<file path="src/rtl/csw_pkg.sv">
`timescale 1ns / 1ps
package csw_pkg;

   // request / response field widths
   localparam int FUNC_W   = 2;
   localparam int TASK_W   = 8;
   localparam int INIT_W   = 15;
   localparam int STATUS_W = 2;
   localparam int COUNT_W  = 16;

   // operation codes
   localparam logic [FUNC_W-1:0] FUNC_CREATE  = 2'd0;
   localparam logic [FUNC_W-1:0] FUNC_DOWN    = 2'd1;
   localparam logic [FUNC_W-1:0] FUNC_UP      = 2'd2;
   localparam logic [FUNC_W-1:0] FUNC_DESTROY = 2'd3;

   // status codes
   localparam logic [STATUS_W-1:0] STATUS_OK    = 2'd0;
   localparam logic [STATUS_W-1:0] STATUS_STATE = 2'd1;
   localparam logic [STATUS_W-1:0] STATUS_FULL  = 2'd2;

   // count limits
   localparam logic signed [COUNT_W-1:0] COUNT_MAX = 16'sd32767;
   localparam logic signed [COUNT_W-1:0] COUNT_ONE = 16'sd1;

endpackage

</file>
<file path="src/rtl/csw_ram.sv">
`timescale 1ns / 1ps
// Wait queue storage: one write port, one read port, registered read data.
module csw_ram #(
   parameter int Depth = 16,
   parameter int Width = 8,
   parameter int AddrW = $clog2(Depth)
) (
   input  logic             clock,
   input  logic             wr_en,
   input  logic [AddrW-1:0] wr_addr,
   input  logic [Width-1:0] wr_data,
   input  logic             rd_en,
   input  logic [AddrW-1:0] rd_addr,
   output logic [Width-1:0] rd_data
);

   logic [Width-1:0] mem_ff [Depth];
   logic [Width-1:0] rd_data_ff;

   always_ff @(posedge clock) begin
      if (wr_en) begin
         mem_ff[wr_addr] <= wr_data;
      end
   end

   // data holds until the next read
   always_ff @(posedge clock) begin
      if (rd_en) begin
         rd_data_ff <= mem_ff[rd_addr];
      end
   end

   assign rd_data = rd_data_ff;

endmodule

</file>
<file path="src/rtl/counting_semaphore_wait_queue_unit.sv">
`timescale 1ns / 1ps
// Counting semaphore with a FIFO wait queue of task ids.
// Request channel (req_*): func selects create, down, up or destroy; task_id is
// the caller, queued when a down blocks; init_value is the count for create.
// Response channel (rsp_*): status, caller_blocked, woken task info and last.
// Every request gives one response, except destroy with waiters queued: one
// response per waiter (oldest first, woken_by_destroy set), last on the final one.
// Timing: a request is taken in ST_IDLE, executed against the semaphore
// state in ST_EXEC, and its result is held in ST_EMIT until the output
// register is free, then registered as the response. req_ready returns
// when the response is loaded into the output register.
// A destroy sweep drains the queue at one waiter per cycle while the
// receiver keeps up, each one a read of the queue memory at the head pointer.
// A wake reads the queue memory once, in ST_EXEC or (destroy sweep) ST_EMIT;
// writes (down) and reads (up, destroy) never share a request: no forwarding.
// Reset clears the semaphore to inactive with an empty queue; queue contents
// are not cleared, the head/tail pointers and fill count track what is valid.
// While the receiver stalls, the response stays put and the unit waits with
// the next result; no request is accepted until the pending one is handed off.
module counting_semaphore_wait_queue_unit #(
   parameter int MAX_WAITERS  = 16,
   parameter int TASK_ID_BITS = 8
) (
   input  logic                           clock,
   input  logic                           reset,
   input  logic                           req_valid,
   output logic                           req_ready,
   input  logic [csw_pkg::FUNC_W-1:0]     req_func,
   input  logic [csw_pkg::TASK_W-1:0]     req_task_id,
   input  logic [csw_pkg::INIT_W-1:0]     req_init_value,
   output logic                           rsp_valid,
   input  logic                           rsp_ready,
   output logic [csw_pkg::STATUS_W-1:0]   rsp_status,
   output logic                           rsp_caller_blocked,
   output logic                           rsp_woken_valid,
   output logic [csw_pkg::TASK_W-1:0]     rsp_woken_task,
   output logic                           rsp_woken_by_destroy,
   output logic                           rsp_last
);
   import csw_pkg::*;

   localparam int AddrW    = $clog2(MAX_WAITERS);
   localparam int FillW    = $clog2(MAX_WAITERS + 1);
   localparam int KeepBits = (TASK_ID_BITS < TASK_W) ? TASK_ID_BITS : TASK_W;

   typedef enum logic [1:0] {
      ST_IDLE,
      ST_EXEC,
      ST_EMIT
   } state_type;

   state_type                  state_ff, state_in;

   // semaphore state
   logic                       active_ff, active_in;
   logic signed [COUNT_W-1:0]  count_ff, count_in;
   logic [AddrW-1:0]           head_ff, head_in;
   logic [AddrW-1:0]           tail_ff, tail_in;
   logic [FillW-1:0]           fill_ff, fill_in;

   // captured request
   logic [FUNC_W-1:0]          op_func_ff, op_func_in;
   logic [TASK_W-1:0]          op_task_ff, op_task_in;
   logic [INIT_W-1:0]          op_init_ff, op_init_in;

   // pending result
   logic [STATUS_W-1:0]        res_status_ff, res_status_in;
   logic                       res_blocked_ff, res_blocked_in;
   logic                       res_wake_ff, res_wake_in;
   logic                       res_destroy_ff, res_destroy_in;
   logic                       res_last_ff, res_last_in;

   // output register
   logic                       rsp_valid_ff, rsp_valid_in;
   logic [STATUS_W-1:0]        rsp_status_ff, rsp_status_in;
   logic                       rsp_blocked_ff, rsp_blocked_in;
   logic                       rsp_wvalid_ff, rsp_wvalid_in;
   logic [TASK_W-1:0]          rsp_wtask_ff, rsp_wtask_in;
   logic                       rsp_bydestroy_ff, rsp_bydestroy_in;
   logic                       rsp_last_ff, rsp_last_in;

   // queue memory port
   logic                       wr_en;
   logic [TASK_ID_BITS-1:0]    wr_data;
   logic                       rd_en;
   logic [TASK_ID_BITS-1:0]    rd_data;

   logic signed [COUNT_W-1:0]  count_inc;
   logic                       count_le0;
   logic                       inc_le0;
   logic                       out_free;
   logic [AddrW-1:0]           head_next;
   logic [AddrW-1:0]           tail_next;

   csw_ram #(
      .Depth (MAX_WAITERS),
      .Width (TASK_ID_BITS)
   ) u_ram (
      .clock   (clock),
      .wr_en   (wr_en),
      .wr_addr (tail_ff),
      .wr_data (wr_data),
      .rd_en   (rd_en),
      .rd_addr (head_ff),
      .rd_data (rd_data)
   );

   // saturating increment, sign tests
   assign count_inc = (count_ff == COUNT_MAX) ? count_ff : count_ff + COUNT_ONE;
   assign count_le0 = count_ff[COUNT_W-1] || (count_ff == '0);
   assign inc_le0   = count_inc[COUNT_W-1] || (count_inc == '0);

   // circular pointer wrap at MAX_WAITERS
   assign head_next = (head_ff == AddrW'(MAX_WAITERS - 1)) ? '0 : head_ff + 1'b1;
   assign tail_next = (tail_ff == AddrW'(MAX_WAITERS - 1)) ? '0 : tail_ff + 1'b1;

   assign out_free = !rsp_valid_ff || rsp_ready;
   assign wr_data  = TASK_ID_BITS'(op_task_ff[KeepBits-1:0]);

   always_comb begin
      state_in         = state_ff;
      active_in        = active_ff;
      count_in         = count_ff;
      head_in          = head_ff;
      tail_in          = tail_ff;
      fill_in          = fill_ff;
      op_func_in       = op_func_ff;
      op_task_in       = op_task_ff;
      op_init_in       = op_init_ff;
      res_status_in    = res_status_ff;
      res_blocked_in   = res_blocked_ff;
      res_wake_in      = res_wake_ff;
      res_destroy_in   = res_destroy_ff;
      res_last_in      = res_last_ff;
      rsp_valid_in     = rsp_valid_ff && !rsp_ready;
      rsp_status_in    = rsp_status_ff;
      rsp_blocked_in   = rsp_blocked_ff;
      rsp_wvalid_in    = rsp_wvalid_ff;
      rsp_wtask_in     = rsp_wtask_ff;
      rsp_bydestroy_in = rsp_bydestroy_ff;
      rsp_last_in      = rsp_last_ff;
      wr_en            = 1'b0;
      rd_en            = 1'b0;

      case (state_ff)
         ST_IDLE: begin
            if (req_valid) begin
               op_func_in = req_func;
               op_task_in = req_task_id;
               op_init_in = req_init_value;
               state_in   = ST_EXEC;
            end
         end

         ST_EXEC: begin
            res_status_in  = STATUS_OK;
            res_blocked_in = 1'b0;
            res_wake_in    = 1'b0;
            res_destroy_in = 1'b0;
            res_last_in    = 1'b1;
            state_in       = ST_EMIT;
            if (op_func_ff == FUNC_CREATE) begin
               if (active_ff) begin
                  res_status_in = STATUS_STATE;
               end else begin
                  active_in = 1'b1;
                  count_in  = COUNT_W'(op_init_ff);
                  head_in   = '0;
                  tail_in   = '0;
                  fill_in   = '0;
               end
            end else if (!active_ff) begin
               res_status_in = STATUS_STATE;
            end else begin
               case (op_func_ff)
                  FUNC_DOWN: begin
                     if (!count_le0) begin
                        count_in = count_ff - COUNT_ONE;
                     end else if (fill_ff == FillW'(MAX_WAITERS)) begin
                        res_status_in = STATUS_FULL;
                     end else begin
                        wr_en          = 1'b1;
                        tail_in        = tail_next;
                        fill_in        = fill_ff + 1'b1;
                        count_in       = count_ff - COUNT_ONE;
                        res_blocked_in = 1'b1;
                     end
                  end
                  FUNC_UP: begin
                     count_in = count_inc;
                     if (inc_le0 && (fill_ff != '0)) begin
                        rd_en       = 1'b1;
                        head_in     = head_next;
                        fill_in     = fill_ff - 1'b1;
                        res_wake_in = 1'b1;
                     end
                  end
                  FUNC_DESTROY: begin
                     if (fill_ff == '0) begin
                        active_in = 1'b0;
                        head_in   = '0;
                        tail_in   = '0;
                     end else begin
                        rd_en          = 1'b1;
                        count_in       = count_inc;
                        head_in        = head_next;
                        fill_in        = fill_ff - 1'b1;
                        res_wake_in    = 1'b1;
                        res_destroy_in = 1'b1;
                        res_last_in    = (fill_ff == FillW'(1));
                     end
                  end
                  default: begin
                  end
               endcase
            end
         end

         ST_EMIT: begin
            if (out_free) begin
               rsp_valid_in     = 1'b1;
               rsp_status_in    = res_status_ff;
               rsp_blocked_in   = res_blocked_ff;
               rsp_wvalid_in    = res_wake_ff;
               rsp_wtask_in     = res_wake_ff ? TASK_W'(rd_data[KeepBits-1:0]) : '0;
               rsp_bydestroy_in = res_destroy_ff;
               rsp_last_in      = res_last_ff;
               if (res_destroy_ff && !res_last_ff) begin
                  // next waiter of the destroy sweep; old data already captured
                  rd_en       = 1'b1;
                  count_in    = count_inc;
                  head_in     = head_next;
                  fill_in     = fill_ff - 1'b1;
                  res_last_in = (fill_ff == FillW'(1));
               end else begin
                  if (res_destroy_ff) begin
                     active_in = 1'b0;
                     head_in   = '0;
                     tail_in   = '0;
                     fill_in   = '0;
                  end
                  state_in = ST_IDLE;
               end
            end
         end

         default: begin
            state_in = ST_IDLE;
         end
      endcase
   end

   always_ff @(posedge clock) begin
      if (reset) begin
         state_ff     <= ST_IDLE;
         active_ff    <= 1'b0;
         count_ff     <= '0;
         head_ff      <= '0;
         tail_ff      <= '0;
         fill_ff      <= '0;
         rsp_valid_ff <= 1'b0;
      end else begin
         state_ff     <= state_in;
         active_ff    <= active_in;
         count_ff     <= count_in;
         head_ff      <= head_in;
         tail_ff      <= tail_in;
         fill_ff      <= fill_in;
         rsp_valid_ff <= rsp_valid_in;
      end
      op_func_ff       <= op_func_in;
      op_task_ff       <= op_task_in;
      op_init_ff       <= op_init_in;
      res_status_ff    <= res_status_in;
      res_blocked_ff   <= res_blocked_in;
      res_wake_ff      <= res_wake_in;
      res_destroy_ff   <= res_destroy_in;
      res_last_ff      <= res_last_in;
      rsp_status_ff    <= rsp_status_in;
      rsp_blocked_ff   <= rsp_blocked_in;
      rsp_wvalid_ff    <= rsp_wvalid_in;
      rsp_wtask_ff     <= rsp_wtask_in;
      rsp_bydestroy_ff <= rsp_bydestroy_in;
      rsp_last_ff      <= rsp_last_in;
   end

   assign req_ready            = (state_ff == ST_IDLE);
   assign rsp_valid            = rsp_valid_ff;
   assign rsp_status           = rsp_status_ff;
   assign rsp_caller_blocked   = rsp_blocked_ff;
   assign rsp_woken_valid      = rsp_wvalid_ff;
   assign rsp_woken_task       = rsp_wtask_ff;
   assign rsp_woken_by_destroy = rsp_bydestroy_ff;
   assign rsp_last             = rsp_last_ff;

endmodule

</file>
<file path="config.mk">
export PLATFORM = sky130hd
export DESIGN_NAME = counting_semaphore_wait_queue_unit
export DESIGN_NICKNAME = d
export VERILOG_FILES = /design/src/rtl/csw_pkg.sv /design/src/rtl/csw_ram.sv /design/src/rtl/counting_semaphore_wait_queue_unit.sv
export SDC_FILE = /design/constraint.sdc
export NUM_CORES = 1
export LEC_CHECK = 0
export BUFFER_PORTS_ARGS = -buffer_cell sky130_fd_sc_hd__buf_2
export CELL_PAD_IN_SITES_DETAIL_PLACEMENT = 0
export CELL_PAD_IN_SITES_GLOBAL_PLACEMENT = 2
export CORE_ASPECT_RATIO = 2
export CORE_MARGIN = 1.5
export CORE_UTILIZATION = 30
export DETAILED_ROUTE_END_ITERATION = 10
export PLACE_DENSITY_LB_ADDON = 0.1
export SYNTH_ARGS = -nofsm -noshare
export SYNTH_HDL_FRONTEND = slang
export SYNTH_SLANG_ARGS = --single-unit
</file>
<file path="constraint.sdc">
create_clock -name clock -period 8.7 [get_ports clock]
set_input_delay 0 -clock clock [delete_from_list [all_inputs] [get_ports clock]]
set_output_delay 0 -clock clock [all_outputs]
set_load 0.01 [all_outputs]
</file>
# --- Word-level counts from Yosys, hierarchy flattened ---
# Memories as Yosys holds them, arrays and structs flattened. A register that Yosys moved wholly into a read port is not among the register bits.
# Index checks and enable logic that the tools add are counted.
totals:
  output_inout_bits: 16
  word_cells: 169
  in_bits: 29
  rom_bits: 0
  mem_bits_rw: 128
  regBits: 78
  memories: 1
  latch_bits: 0
classes:
  reduce_logical: 26
  mux: 86
  n_eq_ne: 27
  div_mod_pow: 0
  n_addsub: 6
  bitwise: 2
  magnitude_cmp: 0
  shifts: 0
  n_mul: 0
mem_list:
  columns: ["memory", "words", "width", "read_ports", "rd_clocked_by_memory_dff", "write_ports", "line", "text"]
  rows:
  - ["u_ram.mem_ff", 16, 8, 1, 1, 1, "csw_ram.sv:17", "logic [Width-1:0] mem_ff [Depth];"]
ops:
  columns: ["cell", "n"]
  rows:
  - ["2-to-1 mux 16 bit", 9]
  - ["2-to-1 mux 4 bit", 17]
  - ["2-to-1 mux 5 bit", 10]
  - ["one-hot mux 16 bit (3 select lines)", 1]
  - ["zero test 16 bit", 2]
  - ["one-hot mux 16 bit (2 select lines)", 1]
  - ["one-hot mux 4 bit (2 select lines)", 4]
  - ["2-to-1 mux 1 bit", 29]
  - ["inequality test 4 bit, second input constant", 5]
  - ["AND reduction 10 bit", 2]
  - ["adder 16 x 2 -> 16 bit, second input constant", 1]
  - ["== test 16 bit, second input constant", 1]
  - ["2-to-1 mux 2 bit", 8]
  - ["subtractor 16 x 2 -> 16 bit, second input constant", 1]
  - ["one-hot mux 5 bit (3 select lines)", 1]
  - ["inequality test 2 bit, second input constant", 5]
  - ["one-hot mux 5 bit (2 select lines)", 1]
  - ["inequality test 3 bit, second input constant", 3]
  - ["adder 4 x 1 -> 4 bit, second input constant", 2]
  - ["== test 4 bit, second input constant", 2]
  - ["inequality test 4 x 3 -> 1 bit, second input constant", 2]
  - ["one-hot mux 1 bit (2 select lines)", 4]
  - ["AND reduction 8 bit", 1]
  - ["AND reduction 7 bit", 1]
  - ["other kinds (21)", 34]

# --- Depth between registers and ports, before layout ---
logic_depth:
  word_depth: 10
  ltp_mapped: 13

# --- Modules after synthesis ---
# A second synthesis with hierarchy kept.
unflattened:
  cells_unflattened: 723
  hier_area_um2: 9810.7
modules_own_cells:
  columns: ["module", "cells_per_inst", "area_each_um2", "seq_area_each_um2", "n_inst"]
  rows:
  - ["csw_ram", 229, 5227.5, 4083.9, 1]
  - ["counting_semaphore_wait_queue_unit", 494, 4583.1, 2011.9, 1]

# --- Least setup slack after synthesis ---
# No wires, ideal clock.
synth_timing:
  path_kind: "flip-flop to flip-flop"
  startpoint: "register count_ff[5]"
  endpoint: "memory u_ram.mem_ff[3][0], enable pin"
  setup_slack_ns: 5.569
  path_stages_with_launch: 9
  n_path_buf: 1
  period_less_slack_ns: 3.131
  t_arrival_ns: 2.747
  cell_sequence: "dfxtp_1 -> clkbuf_1 -> nor4_1 -> and4bb_2 -> a41o_1 -> nand2_1 -> nor4_1 -> nand2_1 -> nor3_1"
synth_via:
  elab_chain_cells: 9
synth_lines:
  columns: ["element", "line", "text"]
  rows:
  - ["start: declaration", "counting_semaphore_wait_queue_unit.sv:56", "logic signed [COUNT_W-1:0] count_ff, count_in;"]
  - ["start signal: assignment", "counting_semaphore_wait_queue_unit.sv:265", "count_ff <= count_in;"]
  - ["zero test 16 bit", "counting_semaphore_wait_queue_unit.sv:110", "assign count_le0 = count_ff[COUNT_W-1] || (count_ff == '0);"]
  - ["logical OR 1 bit", "counting_semaphore_wait_queue_unit.sv:110", null]
  - ["2-to-1 mux 1 bit", "counting_semaphore_wait_queue_unit.sv:177", "if (!count_le0) begin"]
  - ["2-to-1 mux 1 bit", "counting_semaphore_wait_queue_unit.sv:175", "case (op_func_ff)"]
  - ["2-to-1 mux 1 bit", "counting_semaphore_wait_queue_unit.sv:172", "end else if (!active_ff) begin"]
  - ["2-to-1 mux 1 bit", "counting_semaphore_wait_queue_unit.sv:162", "if (op_func_ff == FUNC_CREATE) begin"]
  - ["2-to-1 mux 1 bit", "counting_semaphore_wait_queue_unit.sv:145", "case (state_ff)"]
  - ["2-to-1 mux 1 bit", "csw_ram.sv:21", "if (wr_en) begin"]
  - ["2-to-1 mux 1 bit (not written as such)", "csw_ram.sv:22", "mem_ff[wr_addr] <= wr_data;"]
  - ["end: declaration", "csw_ram.sv:17", null]
# Every way passes these cells.

# --- Final worst setup path ---
layout_timing:
  startpoint: "register count_ff[5]"
  endpoint: "memory u_ram.mem_ff[1][3], enable pin"
# The elaborated chain is that of the path after synthesis.

==> results.py <==
metrics = {
    "detailed_routing": {
        "final_antenna_net_count": 0,
        "vias": 5950,
        "drc_errors": 0,
        "firstDrtPassIters": 4,
        "drt_iter0_drc": 324,
        "wl_per_cell_um": 22.18,
        "vias_per_cell": 5.025,
        "routed_wirelength_um": 26260,
    },
    "cells_and_area": {
        "final_util": 0.3562,
        "fin_nets": 797,
        "fillers": 3136,
        "n_antenna_cell": 0,
        "drive_gt1_frac": 0.1892,
        "area_growth_pct": 16.85,
        "final_area_um2": 11230,
        "seqCellArea_um2": 6098,
        "final_cells": 1184,
        "multi_input_area_um2": 3267,
    },
    "synthesis": {
        "syn_nets": 738,
        "yosysTopAreaCell": "edfxtp_1",
        "ys_top_cells_by_count": "edfxtp_1 (181), nor2_1 (65), mux4_2 (40)",
        "synth.ff_latch_count": 214,
        "synth_area_leaders": "edfxtp_1 (57%), mux4_2 (9.4%), dfxtp_1 (6.9%), ha_1 (2.7%), nor2_1 (2.5%)",
        "synth_ff_type": "edfxtp_1",
        "synth_warnings": 0,
        "ys_seq_area_frac": 0.6340,
        "yosysMostFrequentCell": "edfxtp_1",
        "synth_area_um2": 9614,
        "avgSynthCellArea_um2": 13.97,
        "synth_edf_count": 181,
        "yosysUniqueCellTypes": 65,
        "synth_top_cell_area_share": 0.5653,
        "async_flop_share": 0,
        "postSynthCellCount": 688,
    },
    "global_route": {
        "met1_usage": 0.1522,
        "grt_pass1_vias": 6425,
        "grt_use_met3": 0.02086,
        "groute.usage.overall": 0.1626,
        "top_usage_layer": "met2",
        "grt_pass1_wl_um": 39390,
        "antenna_found_initial": 0,
        "grt_use_met2": 0.3379,
        "overflow": 0,
        "grt_max_degree": 37,
    },
    "floorplanning": {
        "coreArea_um2": 31540,
        "die_area_um2": 33200,
        "io_pins": 45,
        "die_w_um": 129.6,
        "num_rows": 92,
        "die_height_um": 256.2,
        "initial_core_util": 0.3048,
    },
    "power_and_ir_drop": {
        "leakagePower_nw": 3.665,
        "power.density_nw_per_um2": 222.4,
        "ir_drop_mv": 0.1620,
    },
    "cts": {
        "clock_sinks": 214,
        "cts_tree": "yes",
        "htree_num_levels": 1,
        "cts-root-buf": "clkbuf_16",
        "cts_max_path_buffers": 3,
        "path_clk_slew_ps": 70,
        "cts_resized": 0,
        "numCtsBuffers": 21,
        "clk_latency_ps": 510,
    },
    "setup_path": {
        "crit_chain": "nor4_1 > and4bb_2 > a41o_1 > nand2_1 > nor4_1 > nand2_1 > nor3_1",
        "critPathLaunchType": "register",
        "critical_path.max_stage_delay_ps": 950,
        "cp_num_buf_inv": 0,
        "critPathMaxFanout": 13,
        "crit_required_ps": 8820,
        "end_kind": "register",
        "path_delay_family": "simple AND/OR/NAND/NOR gates",
        "r2r_start": "count_ff[5]",
        "slowest_stage": "nor3_1",
        "startpoint": "count_ff[5]",
        "crit_type": "reg2reg",
        "arrival_ps": 4330,
    },
    "sta": {
        "rsz0062_at_grt": "no",
        "tightest_slew_ps": 1166,
        "period_needed_ps": 4207,
        "finalHoldViolCount": 0,
        "setup_viol": 0,
        "min_period_over_period": 0.4836,
        "slew_viol_final": 0,
        "clock_skew_ps": 11.83,
        "setup_tns_ps": 0,
        "max_clock_freq_mhz": 237.7,
        "slew_headroom": 0.2169,
    },
    "placed_design": {
        "dp.cells": 1120,
        "placed_cell_area_um2": 10250,
        "portBuffers": 44,
        "hpwlAfterDp_um": 19040,
        "place_congestion": 0.7685,
    },
    "run_status": {
        "status": "finished, final reports clean",
    },
    "worst_hold_path": {
        "min_path_type": "in2reg",
        "min-delay-start": "reset",
    },
    "run": {
        "maxCapViolations": 0,
    },
}
==> registers in the layout (all words and copies together), names as in the netlist, 2 cells and up <==
signal,flops
op_task_ff,8
head_ff,4
state_ff,2
count_ff,16
u_ram.rd_data,8
op_init_ff,15
u_ram.mem_ff,128
res_status_ff,2
rsp_woken_task,8
tail_ff,4
fill_ff,5
rsp_status,2
op_func_ff,2
==> power breakdown <==
group / internal [mW] / switching [mW]
registers: 1.15 / 0.0572
logic: 0.144 / 0.200
clock network: 0.541 / 0.409
==> cell type report <==
| class | instances | area share |
|---|---|---|
| Inverter | 23 | 0.007685 |
| Tap cell | 423 | 0.04711 |
| Clock inverter | 15 | 0.01548 |
| Sequential cell | 214 | 0.5428 |
| Multi-Input combinational cell | 408 | 0.2908 |
| Timing Repair Buffer | 79 | 0.04900 |
| Clock buffer | 22 | 0.04711 |
==> final timing paths <==
kind              depth (start not counted)            endpoint  slack [ps]
hold / removal                            2        count_ff[11]          90
setup / recovery                          7  u_ram.mem_ff[1][3]        4490
setup reg to reg                          7  u_ram.mem_ff[1][3]        4490
hold reg to reg                           0  rsp_caller_blocked         420
==> cells by family (layout without fill, tap and decap cells) <==
logic type / Yosys count / in the layout / synth area share
AOI/OAI and AO/OA: 137 / 137 / 0.09800
xor gates and xnor gates: 8 / 8 / 0.007288
adders and majority gates: 21 / 21 / 0.02733
buffers and inverters: 66 / 139 / 0.02707
DFF: 214 / 214 / 0.6340
muxes: 48 / 48 / 0.1023
and+or+nand+nor: 194 / 194 / 0.1040
==> repair_timing <==
item | 4_1_cts | 5_1_grt
endpoints found under the hold margin | 29 | 0
hold buffers | 27 | 0
buffers inserted | 0 | 0
==> stage by stage <==
stage          power [mW]  setup WS, ps  hold WS (ps)
2_1_floorplan       1.448          5569         98.87
3_3_place_gp        1.566          4573         176.1
3_5_place_dp        1.567          4445         178.1
4_1_cts             2.538          4417         85.99
5_1_grt             2.605          4190         115.9
6_report            2.498          4493         89.77
==> cell usage in the layout, fill, tap and decap left out, drive strengths merged, types with 4 or more instances in the layout <==
| master | Yosys | final |
|---|---|---|
| nor4 | 5 | 5 |
| mux4 | 40 | 40 |
| nand4 | 11 | 11 |
| nand2 | 37 | 37 |
| buf | 13 | 52 |
| nor3 | 15 | 15 |
| a22o | 8 | 8 |
| ha | 21 | 21 |
| clkbuf | 30 | 22 |
| and3 | 6 | 6 |
| a211oi | 6 | 6 |
| a311oi | 4 | 4 |
| a21oi | 26 | 26 |
| dlygate4sd3 | 0 | 27 |
| nor2 | 65 | 65 |
| dfxtp | 33 | 33 |
| clkinv | 2 | 9 |
| o211ai | 6 | 6 |
| edfxtp | 181 | 181 |
| inv | 21 | 26 |
| mux2i | 6 | 6 |
| or3 | 4 | 4 |
| and2 | 11 | 11 |
| a22oi | 14 | 14 |
| o21ai | 39 | 39 |
| nand3 | 15 | 15 |
| nand2b | 5 | 5 |
| a31oi | 5 | 5 |
| xnor2 | 5 | 5 |
==> metal layers <==
metal | wire length (µm) | share of wire | vias to the layer above
met5 | 0 | 0 | -
met4 | 780 | 0.030 | 0
met3 | 763 | 0.029 | 32
met2 | 16000 | 0.61 | 118
met1 | 8713 | 0.33 | 3000
li1 | - | - | 2800
==> worst reg2reg max path, stage by stage, from the launching register on <==
cell,delay (ps)
dfxtp_1,460
nor4_1,580
and4bb_2,420
a41o_1,240
nand2_1,80
nor4_1,780
nand2_1,300
nor3_1,960
Note: power is estimated with default switching activity, not from simulation.
